**src/whp_pkg.sv**
```systemverilog
`default_nettype none

package whp_pkg;

   // parse phases
   typedef enum logic [3:0] {
      PH_RIFF    = 4'd0,
      PH_RSIZE   = 4'd1,
      PH_WAVE    = 4'd2,
      PH_CID     = 4'd3,
      PH_CSIZE   = 4'd4,
      PH_FMT     = 4'd5,
      PH_SKIP    = 4'd6,
      PH_PAYLOAD = 4'd7,
      PH_DONE    = 4'd8
   } phase_type;

   // result status codes
   typedef enum logic [3:0] {
      ST_HEADER          = 4'd0,
      ST_ACCEPTED        = 4'd1,
      ST_PAYLOAD         = 4'd2,
      ST_BAD_TAG         = 4'd3,
      ST_SHORT_FMT       = 4'd4,
      ST_DATA_BEFORE_FMT = 4'd5,
      ST_UNSUPPORTED     = 4'd6,
      ST_TRUNCATED       = 4'd7,
      ST_IGNORED         = 4'd8
   } status_type;

   // configuration register indexes
   typedef enum logic [1:0] {
      CSR_WANT_FORMAT   = 2'd0,
      CSR_WANT_CHANNELS = 2'd1,
      CSR_WANT_RATE     = 2'd2,
      CSR_WANT_BITS     = 2'd3
   } csr_index_type;

   localparam int CSR_DATA_W = 32;

   localparam logic [31:0] TAG_RIFF = 32'h5249_4646;
   localparam logic [31:0] TAG_WAVE = 32'h5741_5645;
   localparam logic [31:0] TAG_FMT  = 32'h666D_7420;
   localparam logic [31:0] TAG_DATA = 32'h6461_7461;

   // header fields are four bytes, fmt capture covers sixteen
   localparam logic [3:0]  FIELD_BYTES = 4'd4;
   localparam logic [3:0]  FMT_LAST    = 4'd15;
   localparam logic [31:0] FMT_BYTES   = 32'd16;

   localparam logic [15:0] RESET_FORMAT   = 16'd1;
   localparam logic [15:0] RESET_CHANNELS = 16'd2;
   localparam logic [31:0] RESET_RATE     = 32'd44100;
   localparam logic [15:0] RESET_BITS     = 16'd16;

   typedef struct packed {
      logic [15:0] format;
      logic [15:0] channels;
      logic [31:0] rate;
      logic [15:0] bits;
   } want_type;

   typedef struct packed {
      status_type  status;
      logic [7:0]  payload_byte;
      logic        payload_last;
      logic [31:0] data_size;
      logic [31:0] data_offset;
   } result_type;

endpackage

`default_nettype wire

```
**src/whp_req_if.sv**
```systemverilog
`default_nettype none

interface whp_req_if;
   logic       valid;
   logic       ready;
   logic [7:0] data_byte;
   logic       first_byte;
   logic       final_byte;

   modport source (output valid, data_byte, first_byte, final_byte, input ready);
   modport sink   (input valid, data_byte, first_byte, final_byte, output ready);
endinterface

`default_nettype wire

```
**src/whp_rsp_if.sv**
```systemverilog
`default_nettype none

interface whp_rsp_if;
   logic        valid;
   logic        ready;
   logic [3:0]  status;
   logic [7:0]  payload_byte;
   logic        payload_last;
   logic [31:0] data_size;
   logic [31:0] data_offset;

   modport source (output valid, status, payload_byte, payload_last, data_size, data_offset,
                   input ready);
   modport sink   (input valid, status, payload_byte, payload_last, data_size, data_offset,
                   output ready);
endinterface

`default_nettype wire

```
**src/whp_csr.sv**
```systemverilog
`default_nettype none

module whp_csr (
   input  wire logic                           clock,
   input  wire logic                           reset,
   input  wire logic                           csr_we,
   input  wire logic [1:0]                     csr_index,
   input  wire logic [whp_pkg::CSR_DATA_W-1:0] csr_wdata,
   output whp_pkg::want_type                   want
);

   whp_pkg::want_type want_ff;

   always_ff @(posedge clock) begin
      if (reset) begin
         want_ff.format   <= whp_pkg::RESET_FORMAT;
         want_ff.channels <= whp_pkg::RESET_CHANNELS;
         want_ff.rate     <= whp_pkg::RESET_RATE;
         want_ff.bits     <= whp_pkg::RESET_BITS;
      end else if (csr_we) begin
         case (whp_pkg::csr_index_type'(csr_index))
            whp_pkg::CSR_WANT_FORMAT:   want_ff.format   <= csr_wdata[15:0];
            whp_pkg::CSR_WANT_CHANNELS: want_ff.channels <= csr_wdata[15:0];
            whp_pkg::CSR_WANT_RATE:     want_ff.rate     <= csr_wdata[31:0];
            whp_pkg::CSR_WANT_BITS:     want_ff.bits     <= csr_wdata[15:0];
            default: ;
         endcase
      end
   end

   assign want = want_ff;

endmodule

`default_nettype wire

```
**src/whp_parse.sv**
```systemverilog
`default_nettype none

module whp_parse (
   input  wire logic        clock,
   input  wire logic        reset,
   input  wire logic        step,
   input  wire logic [7:0]  data_byte,
   input  wire logic        first_byte,
   input  wire logic        final_byte,
   input  wire whp_pkg::want_type want,
   output whp_pkg::result_type result
);

   whp_pkg::phase_type phase_ff, phase_in, cur_phase;
   logic [3:0]  fc_ff, fc_in, cur_fc, fc_inc;
   logic [31:0] tag_ff, tag_in, cur_tag, tag_new;
   logic [31:0] size_ff, size_in, cur_size, size_new;
   logic [31:0] skip_ff, skip_in, cur_skip;
   logic [15:0] code_ff, code_in, cur_code;
   logic [15:0] chans_ff, chans_in, cur_chans;
   logic [31:0] hz_ff, hz_in, cur_hz;
   logic [15:0] depth_ff, depth_in, cur_depth;
   logic        have_ff, have_in, cur_have;
   logic [31:0] pos_ff, pos_in;
   logic [31:0] left_ff, left_in, cur_left, left_dec;
   logic [31:0] fsize_ff, fsize_in;
   logic [31:0] foffs_ff, foffs_in;

   logic        field_done, tag_ok, is_fmt, is_data, fmt_short, mismatch;
   logic [31:0] fmt_rest;

   // a first byte restarts from a clean parse
   always_comb begin
      cur_phase = first_byte ? whp_pkg::PH_RIFF : phase_ff;
      cur_fc    = first_byte ? 4'd0  : fc_ff;
      cur_tag   = first_byte ? 32'd0 : tag_ff;
      cur_size  = first_byte ? 32'd0 : size_ff;
      cur_skip  = first_byte ? 32'd0 : skip_ff;
      cur_code  = first_byte ? 16'd0 : code_ff;
      cur_chans = first_byte ? 16'd0 : chans_ff;
      cur_hz    = first_byte ? 32'd0 : hz_ff;
      cur_depth = first_byte ? 16'd0 : depth_ff;
      cur_have  = first_byte ? 1'b0  : have_ff;
      cur_left  = first_byte ? 32'd0 : left_ff;
   end

   assign fc_inc     = cur_fc + 4'd1;
   assign field_done = (fc_inc == whp_pkg::FIELD_BYTES);
   assign tag_new    = {cur_tag[23:0], data_byte};
   assign size_new   = {data_byte, cur_size[31:8]};
   assign tag_ok     = (tag_new == ((cur_phase == whp_pkg::PH_RIFF) ?
                                    whp_pkg::TAG_RIFF : whp_pkg::TAG_WAVE));
   assign is_fmt     = (cur_tag == whp_pkg::TAG_FMT);
   assign is_data    = (cur_tag == whp_pkg::TAG_DATA);
   assign fmt_short  = (size_new < whp_pkg::FMT_BYTES);
   assign mismatch   = (cur_code != want.format) || (cur_chans != want.channels) ||
                       (cur_hz != want.rate) || (cur_depth != want.bits) ||
                       (size_new == 32'd0);
   assign fmt_rest   = cur_size - whp_pkg::FMT_BYTES;
   assign left_dec   = cur_left - 32'd1;

   // next state
   always_comb begin
      phase_in = cur_phase;
      fc_in    = cur_fc;
      tag_in   = cur_tag;
      size_in  = cur_size;
      skip_in  = cur_skip;
      code_in  = cur_code;
      chans_in = cur_chans;
      hz_in    = cur_hz;
      depth_in = cur_depth;
      have_in  = cur_have;
      left_in  = cur_left;
      pos_in   = (first_byte ? 32'd0 : pos_ff) + 32'd1;
      fsize_in = first_byte ? 32'd0 : fsize_ff;
      foffs_in = first_byte ? 32'd0 : foffs_ff;

      case (cur_phase)
         whp_pkg::PH_RIFF, whp_pkg::PH_WAVE: begin
            tag_in = tag_new;
            fc_in  = fc_inc;
            if (field_done) begin
               fc_in = 4'd0;
               if (!tag_ok)
                  phase_in = whp_pkg::PH_DONE;
               else if (cur_phase == whp_pkg::PH_RIFF)
                  phase_in = whp_pkg::PH_RSIZE;
               else
                  phase_in = whp_pkg::PH_CID;
            end
         end
         whp_pkg::PH_RSIZE: begin
            fc_in = fc_inc;
            if (field_done) begin
               fc_in    = 4'd0;
               phase_in = whp_pkg::PH_WAVE;
            end
         end
         whp_pkg::PH_CID: begin
            tag_in = tag_new;
            fc_in  = fc_inc;
            if (field_done) begin
               fc_in    = 4'd0;
               phase_in = whp_pkg::PH_CSIZE;
            end
         end
         whp_pkg::PH_CSIZE: begin
            size_in = size_new;
            fc_in   = fc_inc;
            if (field_done) begin
               fc_in = 4'd0;
               if (is_fmt) begin
                  phase_in = fmt_short ? whp_pkg::PH_DONE : whp_pkg::PH_FMT;
               end else if (is_data) begin
                  fsize_in = size_new;
                  foffs_in = pos_in;
                  if (!cur_have || mismatch) begin
                     phase_in = whp_pkg::PH_DONE;
                  end else begin
                     left_in  = size_new;
                     phase_in = whp_pkg::PH_PAYLOAD;
                  end
               end else begin
                  // skip the body of an unknown chunk plus its pad byte
                  skip_in  = size_new;
                  fc_in    = {3'd0, size_new[0]};
                  phase_in = (size_new == 32'd0 && !size_new[0]) ?
                             whp_pkg::PH_CID : whp_pkg::PH_SKIP;
               end
            end
         end
         whp_pkg::PH_FMT: begin
            case (cur_fc)
               4'd0:  code_in[7:0]   = data_byte;
               4'd1:  code_in[15:8]  = data_byte;
               4'd2:  chans_in[7:0]  = data_byte;
               4'd3:  chans_in[15:8] = data_byte;
               4'd4:  hz_in[7:0]     = data_byte;
               4'd5:  hz_in[15:8]    = data_byte;
               4'd6:  hz_in[23:16]   = data_byte;
               4'd7:  hz_in[31:24]   = data_byte;
               4'd14: depth_in[7:0]  = data_byte;
               4'd15: depth_in[15:8] = data_byte;
               default: ;
            endcase
            if (cur_fc == whp_pkg::FMT_LAST) begin
               have_in  = 1'b1;
               skip_in  = fmt_rest;
               fc_in    = {3'd0, cur_size[0]};
               phase_in = (fmt_rest == 32'd0 && !cur_size[0]) ?
                          whp_pkg::PH_CID : whp_pkg::PH_SKIP;
            end else begin
               fc_in = fc_inc;
            end
         end
         whp_pkg::PH_SKIP: begin
            if (cur_skip != 32'd0)
               skip_in = cur_skip - 32'd1;
            else
               fc_in = 4'd0;
            if ((cur_skip == 32'd0 || cur_skip == 32'd1) &&
                (cur_skip != 32'd0 ? cur_fc == 4'd0 : 1'b1))
               phase_in = whp_pkg::PH_CID;
         end
         whp_pkg::PH_PAYLOAD: begin
            left_in = left_dec;
            if (left_dec == 32'd0 || final_byte)
               phase_in = whp_pkg::PH_DONE;
         end
         default: phase_in = whp_pkg::PH_DONE;
      endcase

      if (final_byte)
         phase_in = whp_pkg::PH_DONE;
   end

   // result of this byte
   always_comb begin
      result.status       = whp_pkg::ST_HEADER;
      result.payload_byte = 8'd0;
      result.payload_last = 1'b0;
      result.data_size    = fsize_in;
      result.data_offset  = foffs_in;

      case (cur_phase)
         whp_pkg::PH_RIFF, whp_pkg::PH_WAVE: begin
            if (field_done && !tag_ok)
               result.status = whp_pkg::ST_BAD_TAG;
         end
         whp_pkg::PH_CSIZE: begin
            if (field_done) begin
               if (is_fmt) begin
                  if (fmt_short)
                     result.status = whp_pkg::ST_SHORT_FMT;
               end else if (is_data) begin
                  if (!cur_have)
                     result.status = whp_pkg::ST_DATA_BEFORE_FMT;
                  else if (mismatch)
                     result.status = whp_pkg::ST_UNSUPPORTED;
                  else
                     result.status = whp_pkg::ST_ACCEPTED;
               end
            end
         end
         whp_pkg::PH_RSIZE, whp_pkg::PH_CID, whp_pkg::PH_FMT, whp_pkg::PH_SKIP: ;
         whp_pkg::PH_PAYLOAD: begin
            result.status       = whp_pkg::ST_PAYLOAD;
            result.payload_byte = data_byte;
            result.payload_last = (left_dec == 32'd0) || final_byte;
         end
         default: result.status = whp_pkg::ST_IGNORED;
      endcase

      // truncation only tags a byte that reports nothing else
      if (final_byte && result.status == whp_pkg::ST_HEADER)
         result.status = whp_pkg::ST_TRUNCATED;
   end

   always_ff @(posedge clock) begin
      if (reset) begin
         phase_ff <= whp_pkg::PH_RIFF;
         fc_ff    <= 4'd0;
         tag_ff   <= 32'd0;
         size_ff  <= 32'd0;
         skip_ff  <= 32'd0;
         code_ff  <= 16'd0;
         chans_ff <= 16'd0;
         hz_ff    <= 32'd0;
         depth_ff <= 16'd0;
         have_ff  <= 1'b0;
         pos_ff   <= 32'd0;
         left_ff  <= 32'd0;
         fsize_ff <= 32'd0;
         foffs_ff <= 32'd0;
      end else if (step) begin
         phase_ff <= phase_in;
         fc_ff    <= fc_in;
         tag_ff   <= tag_in;
         size_ff  <= size_in;
         skip_ff  <= skip_in;
         code_ff  <= code_in;
         chans_ff <= chans_in;
         hz_ff    <= hz_in;
         depth_ff <= depth_in;
         have_ff  <= have_in;
         pos_ff   <= pos_in;
         left_ff  <= left_in;
         fsize_ff <= fsize_in;
         foffs_ff <= foffs_in;
      end
   end

endmodule

`default_nettype wire

```
**src/wave_header_parser.sv**
```systemverilog
// byte-serial RIFF/WAVE header parser: one file byte per req transaction and exactly
// one rsp transaction per byte, in order. the parser checks the RIFF and WAVE tags,
// walks chunk headers (little-endian sizes, odd sizes skip a pad byte), captures the
// format fields of each fmt chunk and, on the data chunk header, reports accepted or
// an error against the csr_ format registers, then passes the payload bytes through
// and marks the last one. throughput is one byte per clock while rsp ready stays
// high; a stalled result holds the result register and then the input register, so
// two transactions wait inside before req ready drops. each byte passes the input
// register, then the parse logic feeding the result register.
// a byte with first_byte set restarts the parse at file offset zero. configuration
// writes are only allowed while no transaction is in flight.
`default_nettype none

module wave_header_parser (
   input  wire logic                           clock,
   input  wire logic                           reset,
   whp_req_if.sink                             req_chan,
   whp_rsp_if.source                           rsp_chan,
   input  wire logic                           csr_we,
   input  wire logic [1:0]                     csr_index,
   input  wire logic [whp_pkg::CSR_DATA_W-1:0] csr_wdata
);

   // input stage
   logic       in_valid_ff, in_valid_in;
   logic [7:0] in_byte_ff;
   logic       in_first_ff;
   logic       in_final_ff;

   // result stage
   logic                 out_valid_ff, out_valid_in;
   whp_pkg::result_type  out_ff;

   whp_pkg::want_type    want;
   whp_pkg::result_type  result;

   logic out_take;   // result register can load this cycle
   logic in_take;    // input register can load this cycle
   logic step;       // parser consumes the byte in the input register

   assign out_take = !out_valid_ff || rsp_chan.ready;
   assign in_take  = !in_valid_ff || out_take;
   assign step     = in_valid_ff && out_take;

   assign req_chan.ready = in_take;

   always_comb begin
      in_valid_in  = in_take ? req_chan.valid : in_valid_ff;
      out_valid_in = out_take ? in_valid_ff : out_valid_ff;
   end

   // format registers
   whp_csr u_csr (
      .clock     (clock),
      .reset     (reset),
      .csr_we    (csr_we),
      .csr_index (csr_index),
      .csr_wdata (csr_wdata),
      .want      (want)
   );

   // parse state and per-byte result logic
   whp_parse u_parse (
      .clock      (clock),
      .reset      (reset),
      .step       (step),
      .data_byte  (in_byte_ff),
      .first_byte (in_first_ff),
      .final_byte (in_final_ff),
      .want       (want),
      .result     (result)
   );

   // handshake control
   always_ff @(posedge clock) begin
      if (reset) begin
         in_valid_ff  <= 1'b0;
         out_valid_ff <= 1'b0;
      end else begin
         in_valid_ff  <= in_valid_in;
         out_valid_ff <= out_valid_in;
      end
   end

   // payload registers, no reset needed
   always_ff @(posedge clock) begin
      if (req_chan.valid && in_take) begin
         in_byte_ff  <= req_chan.data_byte;
         in_first_ff <= req_chan.first_byte;
         in_final_ff <= req_chan.final_byte;
      end
      if (step)
         out_ff <= result;
   end

   assign rsp_chan.valid        = out_valid_ff;
   assign rsp_chan.status       = out_ff.status;
   assign rsp_chan.payload_byte = out_ff.payload_byte;
   assign rsp_chan.payload_last = out_ff.payload_last;
   assign rsp_chan.data_size    = out_ff.data_size;
   assign rsp_chan.data_offset  = out_ff.data_offset;

endmodule

`default_nettype wire

```
**src/flat_wrapper.sv**
```systemverilog
// flat-port wrapper written by rule: the top's interface ports become plain ports
module wave_header_parser_flat 
  (clock, reset, csr_we, csr_index, csr_wdata, req_chan_valid, req_chan_data_byte, req_chan_first_byte, req_chan_final_byte, req_chan_ready, rsp_chan_valid, rsp_chan_status, rsp_chan_payload_byte, rsp_chan_payload_last, rsp_chan_data_size, rsp_chan_data_offset, rsp_chan_ready);
  whp_req_if req_chan_i ();
  whp_rsp_if rsp_chan_i ();
  input  wire logic clock;
  input  wire logic reset;
  input  wire logic csr_we;
  input  wire logic [1:0] csr_index;
  input  wire logic [whp_pkg::CSR_DATA_W-1:0] csr_wdata;
  input wire logic [$bits(req_chan_i.valid)-1:0] req_chan_valid;
  input wire logic [$bits(req_chan_i.data_byte)-1:0] req_chan_data_byte;
  input wire logic [$bits(req_chan_i.first_byte)-1:0] req_chan_first_byte;
  input wire logic [$bits(req_chan_i.final_byte)-1:0] req_chan_final_byte;
  output wire logic [$bits(req_chan_i.ready)-1:0] req_chan_ready;
  output wire logic [$bits(rsp_chan_i.valid)-1:0] rsp_chan_valid;
  output wire logic [$bits(rsp_chan_i.status)-1:0] rsp_chan_status;
  output wire logic [$bits(rsp_chan_i.payload_byte)-1:0] rsp_chan_payload_byte;
  output wire logic [$bits(rsp_chan_i.payload_last)-1:0] rsp_chan_payload_last;
  output wire logic [$bits(rsp_chan_i.data_size)-1:0] rsp_chan_data_size;
  output wire logic [$bits(rsp_chan_i.data_offset)-1:0] rsp_chan_data_offset;
  input wire logic [$bits(rsp_chan_i.ready)-1:0] rsp_chan_ready;
  assign req_chan_i.valid = req_chan_valid;
  assign req_chan_i.data_byte = req_chan_data_byte;
  assign req_chan_i.first_byte = req_chan_first_byte;
  assign req_chan_i.final_byte = req_chan_final_byte;
  assign req_chan_ready = req_chan_i.ready;
  assign rsp_chan_valid = rsp_chan_i.valid;
  assign rsp_chan_status = rsp_chan_i.status;
  assign rsp_chan_payload_byte = rsp_chan_i.payload_byte;
  assign rsp_chan_payload_last = rsp_chan_i.payload_last;
  assign rsp_chan_data_size = rsp_chan_i.data_size;
  assign rsp_chan_data_offset = rsp_chan_i.data_offset;
  assign rsp_chan_i.ready = rsp_chan_ready;
  wave_header_parser u_core (.clock(clock), .reset(reset), .req_chan(req_chan_i), .rsp_chan(rsp_chan_i), .csr_we(csr_we), .csr_index(csr_index), .csr_wdata(csr_wdata));
endmodule
```
**config.mk**
```make
export PLATFORM = sky130hd
export DESIGN_NAME = wave_header_parser_flat
export DESIGN_NICKNAME = d
export VERILOG_FILES = /design/src/whp_pkg.sv /design/src/whp_req_if.sv /design/src/whp_rsp_if.sv /design/src/whp_csr.sv /design/src/whp_parse.sv /design/src/wave_header_parser.sv /design/src/flat_wrapper.sv
export SDC_FILE = /design/constraint.sdc
export NUM_CORES = 1
export LEC_CHECK = 0
export ABC_AREA = 0
export BUFFER_PORTS_ARGS = -buffer_cell sky130_fd_sc_hd__buf_2
export CORE_UTILIZATION = 25
export DETAILED_ROUTE_END_ITERATION = 7
export GPL_TIMING_DRIVEN = 0
export PLACE_DENSITY = 0.39
export SETUP_SLACK_MARGIN = 0.02
export SLEW_MARGIN = 15
export SYNTH_ARGS = -nofsm -noshare
export SYNTH_HDL_FRONTEND = slang
export SYNTH_SLANG_ARGS = --single-unit
```
**constraint.sdc**
```tcl
create_clock -name clock -period 14.08 [get_ports clock]
set_clock_uncertainty 0.1 [all_clocks]
set_input_delay 1.408 -clock clock [delete_from_list [all_inputs] [get_ports clock]]
set_output_delay 1.408 -clock clock [all_outputs]
set_load 0.005 [all_outputs]
```
; ---- Yosys cells after proc, flatten, opt, wreduce, memory -nomap -nowiden
; Cells that the tools add are included.
[classes]
addsub = 5
magnitude_cmp = 1
eq_ne = 28
n_mux = 85
reduce_logical = 39
[op_table]
columns = cell, n
row1 = 32-bit two-way mux, 28
row2 = 32-bit logical NOT, 4
row3 = 16-bit two-way mux, 6
row4 = 32-bit case mux with 3 select lines, 1
row5 = 4-bit two-way mux, 23
row6 = 8-bit two-way mux, 10
row7 = 32-bit by 31-bit equality test with 1-bit output (second input constant), 2
row8 = 32-bit case mux with 2 select lines, 1
row9 = 32-bit by 1-bit subtractor with 32-bit output (second input constant), 2
row10 = 16-bit inequality test, 3
row11 = 4-bit by 3-bit equality test with 1-bit output (second input constant), 9
row12 = 32-bit by 1-bit adder with 32-bit output (second input constant), 1
row13 = 32-bit by 1-bit equality test with 1-bit output (second input constant), 1
row14 = 32-bit by 31-bit equality test with 1-bit output, 1
row15 = 32-bit by 5-bit < comparator with 1-bit output (second input constant), 1
row16 = 32-bit inequality test, 1
row17 = 4-bit case mux with 4 select lines, 2
row18 = 32-bit nonzero test, 1
row19 = 32-bit by 5-bit subtractor with 32-bit output (second input constant), 1
row20 = 4-bit case mux with 7 select lines, 1
row21 = 27-bit two-way mux, 1
row22 = 4-bit by 2-bit equality test with 1-bit output (second input constant), 4
row23 = 4-bit logical NOT, 3
row24 = 3-bit two-way mux, 4
row25 = 15 further kinds, 47
[word_totals]
ff_bits = 482
in_bits = 49
out_inout_bits = 79
elab_cells = 186

; ---- Logic depth before layout (Yosys ltp)
; Gate-level depths: netlist (run 1).
[depth]
word_depth = 14
ltp_mapped = 23
depth_no_buf = 13

; ---- Hierarchy
; From an unflattened synthesis (run 1), not the netlist that was laid out.
[unflattened]
hier_cells = 3251
area_unflattened_um2 = 26696.9
[by_module_without_submodules]
columns = mod, instances, cells_per_inst, area_per_inst_um2, seq_area_each_um2
row1 = whp_parse, 1, 2845, 20697.4, 6266.0
row2 = whp_csr, 1, 309, 3283.1, 1601.5
row3 = wave_header_parser, 1, 97, 2716.4, 2652.5

; ---- Worst setup path before layout (run 1)
; Ideal clock, no wire load.
[synth_path]
path_type = input to register
from = input rsp_chan_ready
to = register u_core.u_parse.left_ff[27]
setup_time_ns = 0.289
arrival_ns = 4.886
required_time_ns = 13.691
path_slack_ns = 8.805
stages = 8
n_path_buf = 4
cell_sequence = nor2b_1 -> nand2b_1 -> clkbuf_1 -> inv_1 -> clkbuf_1 -> clkbuf_1 -> clkbuf_1 -> a41oi_1
[synth_between]
elab_chain_cells = 2
[synth_rtl]
columns = element, line
row1 = start: declaration, flat_wrapper.sv:22  ; input wire logic [$bits(rsp_chan_i.ready)-1:0] rsp_chan_ready;
row2 = 1-bit logical OR, wave_header_parser.sv:41  ; assign out_take = !out_valid_ff || rsp_chan.ready;
row3 = 1-bit logical AND, wave_header_parser.sv:43  ; assign step = in_valid_ff && out_take;
row4 = via u_core.step, wave_header_parser.sv:39  ; logic step;
row5 = end signal: assignment, whp_parse.sv:248  ; left_ff <= left_in;
row6 = end: declaration, whp_parse.sv:25  ; logic [31:0] left_ff, left_in, cur_left, left_dec;
; The timed path passes the listed nets, and every way through them passes these cells.
; A chain may end at the register's enable or synchronous reset.

; ---- Worst setup path in the final report (run 1)
[layout_path]
from = register u_core.in_first_ff
to = register u_core.out_ff, in the netlist u_core.rsp_chan.status[1] (data pin)
[layout_between]
elab_chain_cells = 14
elab_cells_between_ends = 47
classes_between = 1 x add/sub / 1 x order compare / 15 x eq/ne / 18 x mux / 12 x reduce/logical
[layout_rtl]
columns = element, line
row1 = start: declaration, wave_header_parser.sv:27  ; logic in_first_ff;
row2 = start signal: assignment, wave_header_parser.sv:89  ; in_first_ff <= req_chan.first_byte;
row3 = "parallel branches: the longest is 11 deep, another holds 32-bit by 5-bit < comparator with 1-bit output", n/a
row4 = 4-bit case mux with 4 select lines *, whp_parse.sv:186  ; case (cur_phase)
row5 = 4-bit logical NOT, whp_parse.sv:216  ; if (final_byte && result.status == whp_pkg::ST_HEADER)
row6 = 1-bit logical AND, whp_parse.sv:216
row7 = end signal: assignment, wave_header_parser.sv:93  ; out_ff <= result;
row8 = end: declaration, wave_header_parser.sv:32  ; whp_pkg::result_type out_ff;
; Every way passes the cells marked *.

==> results of run 1 <==
## routing by layer
| layer | share of wire (%) | GRT usage (%) | wire length [um] |
|---|---|---|---|
| met5 | 0.025 | 0 | 34 |
| met4 | 4.7 | 10.9 | 6460 |
| met3 | 6.6 | 3.79 | 9100 |
| met2 | 46 | 41.6 | 63700 |
| met1 | 42 | 32.5 | 58000 |
## final cells by class
| type | instances | area, sq um |
|---|---|---|
| clock inverter | 22 | 191 |
| antenna | 2 | 5.00 |
| multi-input combinational | 2558 | 14400 |
| clock buffer | 86 | 1720 |
| timing repair buffer | 127 | 658 |
| tap | 1380 | 1730 |
| inverter | 28 | 105 |
| buffer | 282 | 1130 |
| sequential | 482 | 10500 |
| fill | 11363 | 73100 |
## worst paths after layout
kind	start	endpoint	slack, ps	cells past startpoint
worst max-delay path	u_core.in_first_ff	u_core.rsp_chan.status[1]	3380	19
worst min-delay path	u_core.u_parse.fsize_ff[24]	u_core.u_parse.fsize_ff[24]	350	2
worst max register to register	u_core.in_first_ff	u_core.rsp_chan.status[1]	3380	19
worst min register to register	u_core.u_parse.fsize_ff[24]	u_core.u_parse.fsize_ff[24]	350	2
## cell families after synthesis
kind of cell	after synthesis	share of synthesized area [%]
compound gates	991	23.9
xor+xnor	91	3.06
fa+ha+maj	12	0.576
buf+inv	310	4.65
flops	482	40.3
mux	37	1.53
simple gates	1427	26.0
## metrics by stage
step	hold WS, ps	util [%]
6_report	353	29.4
5_1_grt	371	29.4
4_1_cts	353	29.4
3_5_place_dp	345	27.5
3_3_place_gp	341	27.5
2_1_floorplan	332	-
## synth_stat cells, types with 18 or more instances
cell type    n  share of area (%)
xor2_1      33                1.1
a211oi_1    24               0.69
nor3_1      97                1.9
nor2_1     432                6.2
or4_1       19               0.55
nor3b_1     29               0.83
a21o_1      24               0.69
nor2b_1     27               0.65
xnor2_1     58                1.9
nand2b_1    18               0.43
inv_1       26               0.37
o21ai_0    212                4.1
buf_1       30               0.43
nand3_1     52                1.0
a22oi_1    138                4.0
edfxtp_1    87                 10
and2_1      28               0.67
a31oi_1     67                1.6
or3_1       18               0.43
clkbuf_1   231                3.3
dfxtp_1    395                 30
o21a_1      24               0.69
nor4bb_1    39                1.5
nand2_1    494                7.1
and3_1      43                1.0
nor4_1      47                1.1
a21oi_1    307                5.9
nand4_1     27               0.65
## worst register-to-register path: stages (launching register included)
cell	delay, ps
edfxtp_1	550
clkinv_1	370
clkbuf_1	900
clkbuf_1	920
clkbuf_2	690
clkbuf_1	630
clkbuf_1	900
buf_1	940
nand2_1	270
inv_1	160
ha_1	150
clkbuf_1	380
nand2_1	280
nor2_1	390
and3_1	370
clkbuf_1	410
clkbuf_1	600
buf_1	860
mux2i_1	180
o21ai_0	400
## registers in the layout, indices dropped and copies added, names as in the netlist, 8 cells and up
| signal | cells |
|---|---|
| u_core.u_parse.chans_ff | 16 |
| u_core.u_parse.hz_ff | 32 |
| u_core.u_parse.tag_ff | 32 |
| u_core.rsp_chan.payload_byte | 8 |
| u_core.u_parse.skip_ff | 32 |
| u_core.in_byte_ff | 8 |
| u_core.u_parse.size_ff | 32 |
| u_core.u_parse.pos_ff | 32 |
| u_core.u_parse.fsize_ff | 32 |
| u_core.u_csr.want | 80 |
| u_core.u_parse.left_ff | 32 |
| u_core.rsp_chan.data_offset | 32 |
| u_core.rsp_chan.data_size | 32 |
| u_core.u_parse.foffs_ff | 32 |
| u_core.u_parse.depth_ff | 16 |
| u_core.u_parse.code_ff | 16 |
## power breakdown
part           internal, W  switching, W
logic            0.0000928      0.000272
clock network     0.000896      0.000659
registers          0.00144     0.0000301
total              0.00242      0.000961
==> impl_metrics.toml, run 1 <==
[status]
status = "finished clean"

[power]
ir_worst_vdd_v = 0.0000932
finalPower_w = 0.00339
p_leak_nw = 10.2
power.density_nw_per_um2 = 111

[finish]
nets = 3600
fin_cells = 4967
syn_to_final_growth_pct = 16.7
layout_commonest_cell = "nand2_1"
fin_area_sq_um = 30400
final_cell_mix = "nand2_1 (494), nor2_1 (432), dfxtp_1 (395)"
drive_above_1_share_pct = 8.26

[critical_path]
path_buf_inv = 12
crit_path_end_kind = "flip-flop"
cp_top_family = "buffers and inverters"
slowest_stage = "buf_1"
cp-start-kind = "flip-flop"
path_class = "reg -> reg"
cp_cell_sequence = "clkinv_1, clkbuf_1, clkbuf_1, clkbuf_2, clkbuf_1, clkbuf_1, buf_1, nand2_1, inv_1, ha_1, clkbuf_1, nand2_1, nor2_1, and3_1, clkbuf_1, clkbuf_1, buf_1, mux2i_1, o21ai_0"
arrival_ps = 11010
crit_required_ps = 14390
crit_fanout = 10
critical_path.most_common_cell = "clkbuf_1"
critPathMaxStageDelay_ps = 940

[placement]
gp_congestion = 0.998
placed_cells = 4857
dpl_cell_area_sq_um = 28500
dp_hpwl_um = 99700
preCtsSetupSlack_ps = 3560
portBuffers = 126

[global_routing]
grt_usage_pct = 25.2
overflow = 0
grt_pass1_wl_um = 194000
grt_pass1_vias = 25917
antenna_found_initial = 10
grt_max_degree = 47

[drt]
vias = 27350
vias_per_cell = 5.51
drc_errors = 0
wl_per_cell_um = 27.6
antenna_left = 0
wl_um = 137000
dr.first_iter.drc_count = 2919
dr.pass1.iters = 6

[cts]
post_cts_buffers = 0
cts_buffers = 60
clock_latency_ps = 680
cts_root_buffer = "clkbuf_16"
htree_num_levels = 2
cts_tree = "built"
ctsResizeCount = 0
clk_pin_slew_ps = 60
cts_sinks = 482
cts_buffer_depth = 3
cts_hold_buf = 0

[synth]
synth_edf_count = 87
synth_top_flop_cell = "dfxtp_1"
seq_area_frac_synth_pct = 40.3
ys_async_sr_fraction_pct = 0
synth_warnings = 0
syn_nets = 3411
avgSynthCellArea_sq_um = 7.78
synthesis.area_sq_um = 26100
synthCells = 3350
ys_types = 90
ys_ff_latch = 482

[die]
ios = 128
rows = 118
die_area_sq_um = 106000
core_area_sq_um = 103000
start_util_pct = 25.2
die_h_um = 325
die_w_um = 325

[sta]
rsz0062_at_grt = "false"
worst_slew_pin_slew_ps = 1340
post-route-period-util_pct = 76.0
tns_ps = 0
max_freq_mhz = 93.5
slew_violations = 0
setup_viol_count_final = 0
hold_viol_final = 0
slew_headroom_pct = 10.4
post-route-min-period_ps = 10700
setup_ws_ps = 3380

[hold_path]
hold_path_class = "reg -> reg"

[flow_run]
max_cap_violations = 0
Power figures use the tool's default switching activity.
==> inputs of run 2 (changes only) <==
- PLACE_DENSITY: 0.39 -> 0.41
- clock period: 14.08 -> 9 ns (I/O delays scaled with it)
==> run 2 against run 1 <==
First-iteration DRC count rose by 2.3%. Critical path depth fell by 1. Die area did not move. Highest routed layer unchanged.
==> impl_metrics.toml, run 2 (synthesis gave the netlist of run 1 again) <==
[status]
status = "finished clean"

[finish]
nFillCells = 11370
fin_area_sq_um = 30500
seq_area_sq_um = 10500
syn_to_final_growth_pct = 16.8
largest_reg_flops = 80
drive_above_1_share_pct = 8.42
final_cell_mix = "nand2_1 (494), nor2_1 (432), dfxtp_1 (395)"
layout_commonest_cell = "nand2_1"
nets = 3602
multi_input_area_sq_um = 14400

[cts]
cts_hold_buf = 0
cts_buffers = 60
clock_latency_ps = 670
cts_buffer_depth = 3
post_cts_buffers = 0
cts_root_buffer = "clkbuf_16"
cts_tree = "built"
ctsResizeCount = 6
htree_num_levels = 2
clk_pin_slew_ps = 60
cts_sinks = 482

[critical_path]
cp-start-kind = "flip-flop"
crit_required_ps = 9300
arrival_ps = 9200
crit_fanout = 19
crit_path_end_kind = "flip-flop"
path_class = "reg -> reg"

[global_routing]
grt_usage_pct = 24.5
grt_pass1_vias = 25781
antenna_found_initial = 11
grt_pass1_wl_um = 190000
overflow = 0
grt_max_degree = 49

[power]
p_leak_nw = 10.2
finalPower_w = 0.00529
power.density_nw_per_um2 = 174
ir_worst_vdd_v = 0.000148

[sta]
slew_headroom_pct = 11.6
setup_ws_ps = 104
tns_ps = 0
worst_slew_pin_slew_ps = 1330
rsz0062_at_grt = "false"
post-route-period-util_pct = 98.8
max_freq_mhz = 112
slew_violations = 0
hold_viol_final = 0
post-route-min-period_ps = 8900
setup_viol_count_final = 0

[drt]
vias_per_cell = 5.48
dr.pass1.iters = 6
wl_per_cell_um = 27.0
wl_um = 134000
antenna_left = 0
dr.first_iter.drc_count = 2987
drc_errors = 0
vias = 27221

[placement]
preCtsSetupSlack_ps = -1670
dpl_cell_area_sq_um = 28500
portBuffers = 126
dp_hpwl_um = 97600
gp_congestion = 1.01

[hold_path]
hold_path_class = "in -> reg"

[die]
rows = 118
ios = 128
start_util_pct = 25.2
die_h_um = 325
core_area_sq_um = 103000
die_w_um = 325
die_area_sq_um = 106000

[flow_run]
max_cap_violations = 0
==> run 2: cell count changes in the layout (fill, tap and decap cells not counted), moves of 2 or more <==
cell,delta
clkinv_1,-6
clkinvlp_4,+4
clkinv_2,+3
buf_2,-2
buf_4,+2
clkbuf_2,-2
diode_2,+2
inv_6,-2
==> run 2: final timing paths <==
kind	startpoint	to	slack, ps	cells after the start
worst min-delay path	req_chan_data_byte[3]	u_core.in_byte_ff[3]	320	1
worst max-delay path	u_core.in_first_ff	u_core.rsp_chan.status[1]	100	18
worst max register to register	u_core.in_first_ff	u_core.rsp_chan.status[1]	100	18
worst min register to register	u_core.u_parse.fsize_ff[31]	u_core.u_parse.fsize_ff[31]	350	2
==> run 2: routing by layer <==
layer  routed length [um]  vias to the layer above  global-route usage [%]  share of wire [%]
met3                 8840                      286                    3.33                6.6
met4                 6490                        2                    11.5                4.8
met5                   16                        -                       0              0.012
met1                57100                    13275                    31.8                 43
li1                     -                    12471                       -                  -
met2                61500                     1187                    40.0                 46
==> run 2: cell type report <==
cell class,count,share of cell area (%)
diodes,4,0.0329
inverters,28,0.345
clock buffers,84,5.55
flip-flops and latches,482,34.5
clock inverters,23,0.727
repair buffers,130,2.25
multi-input cells,2558,47.2
well taps,1380,5.67
plain buffers,281,3.72
==> run 2: worst max-delay path, stage by stage, from the launching register on <==
cell and delay [ps]:
edfxtp_1 550, clkinv_1 600, clkbuf_2 580, clkbuf_2 560
clkbuf_1 630, clkbuf_2 580, clkdlybuf4s15_1 880, nand2_1 260
inv_1 140, ha_1 150, clkbuf_1 360, nand2_1 260
nor2_1 380, and3_1 360, clkbuf_1 430, clkbuf_1 580
clkdlybuf4s15_2 630, mux2i_1 150, o21ai_0 410
==> run 2: where the power goes <==
| part | internal, W | switching, W |
|---|---|---|
| clock network | 0.00139 | 0.00104 |
| registers | 0.00225 | 0.0000476 |
| logic | 0.000145 | 0.000415 |
| total | 0.00378 | 0.00151 |
==> run 2: stage by stage <==
step / cells / hold slack (ps) / utilization [%]
2_1_floorplan: 3350 / 332 / -
3_3_place_gp: 4856 / 338 / 27.5
3_5_place_dp: 4859 / 346 / 27.5
4_1_cts: 4965 / 285 / 29.4
5_1_grt: 4966 / 299 / 29.4
6_report: 4970 / 322 / 29.4
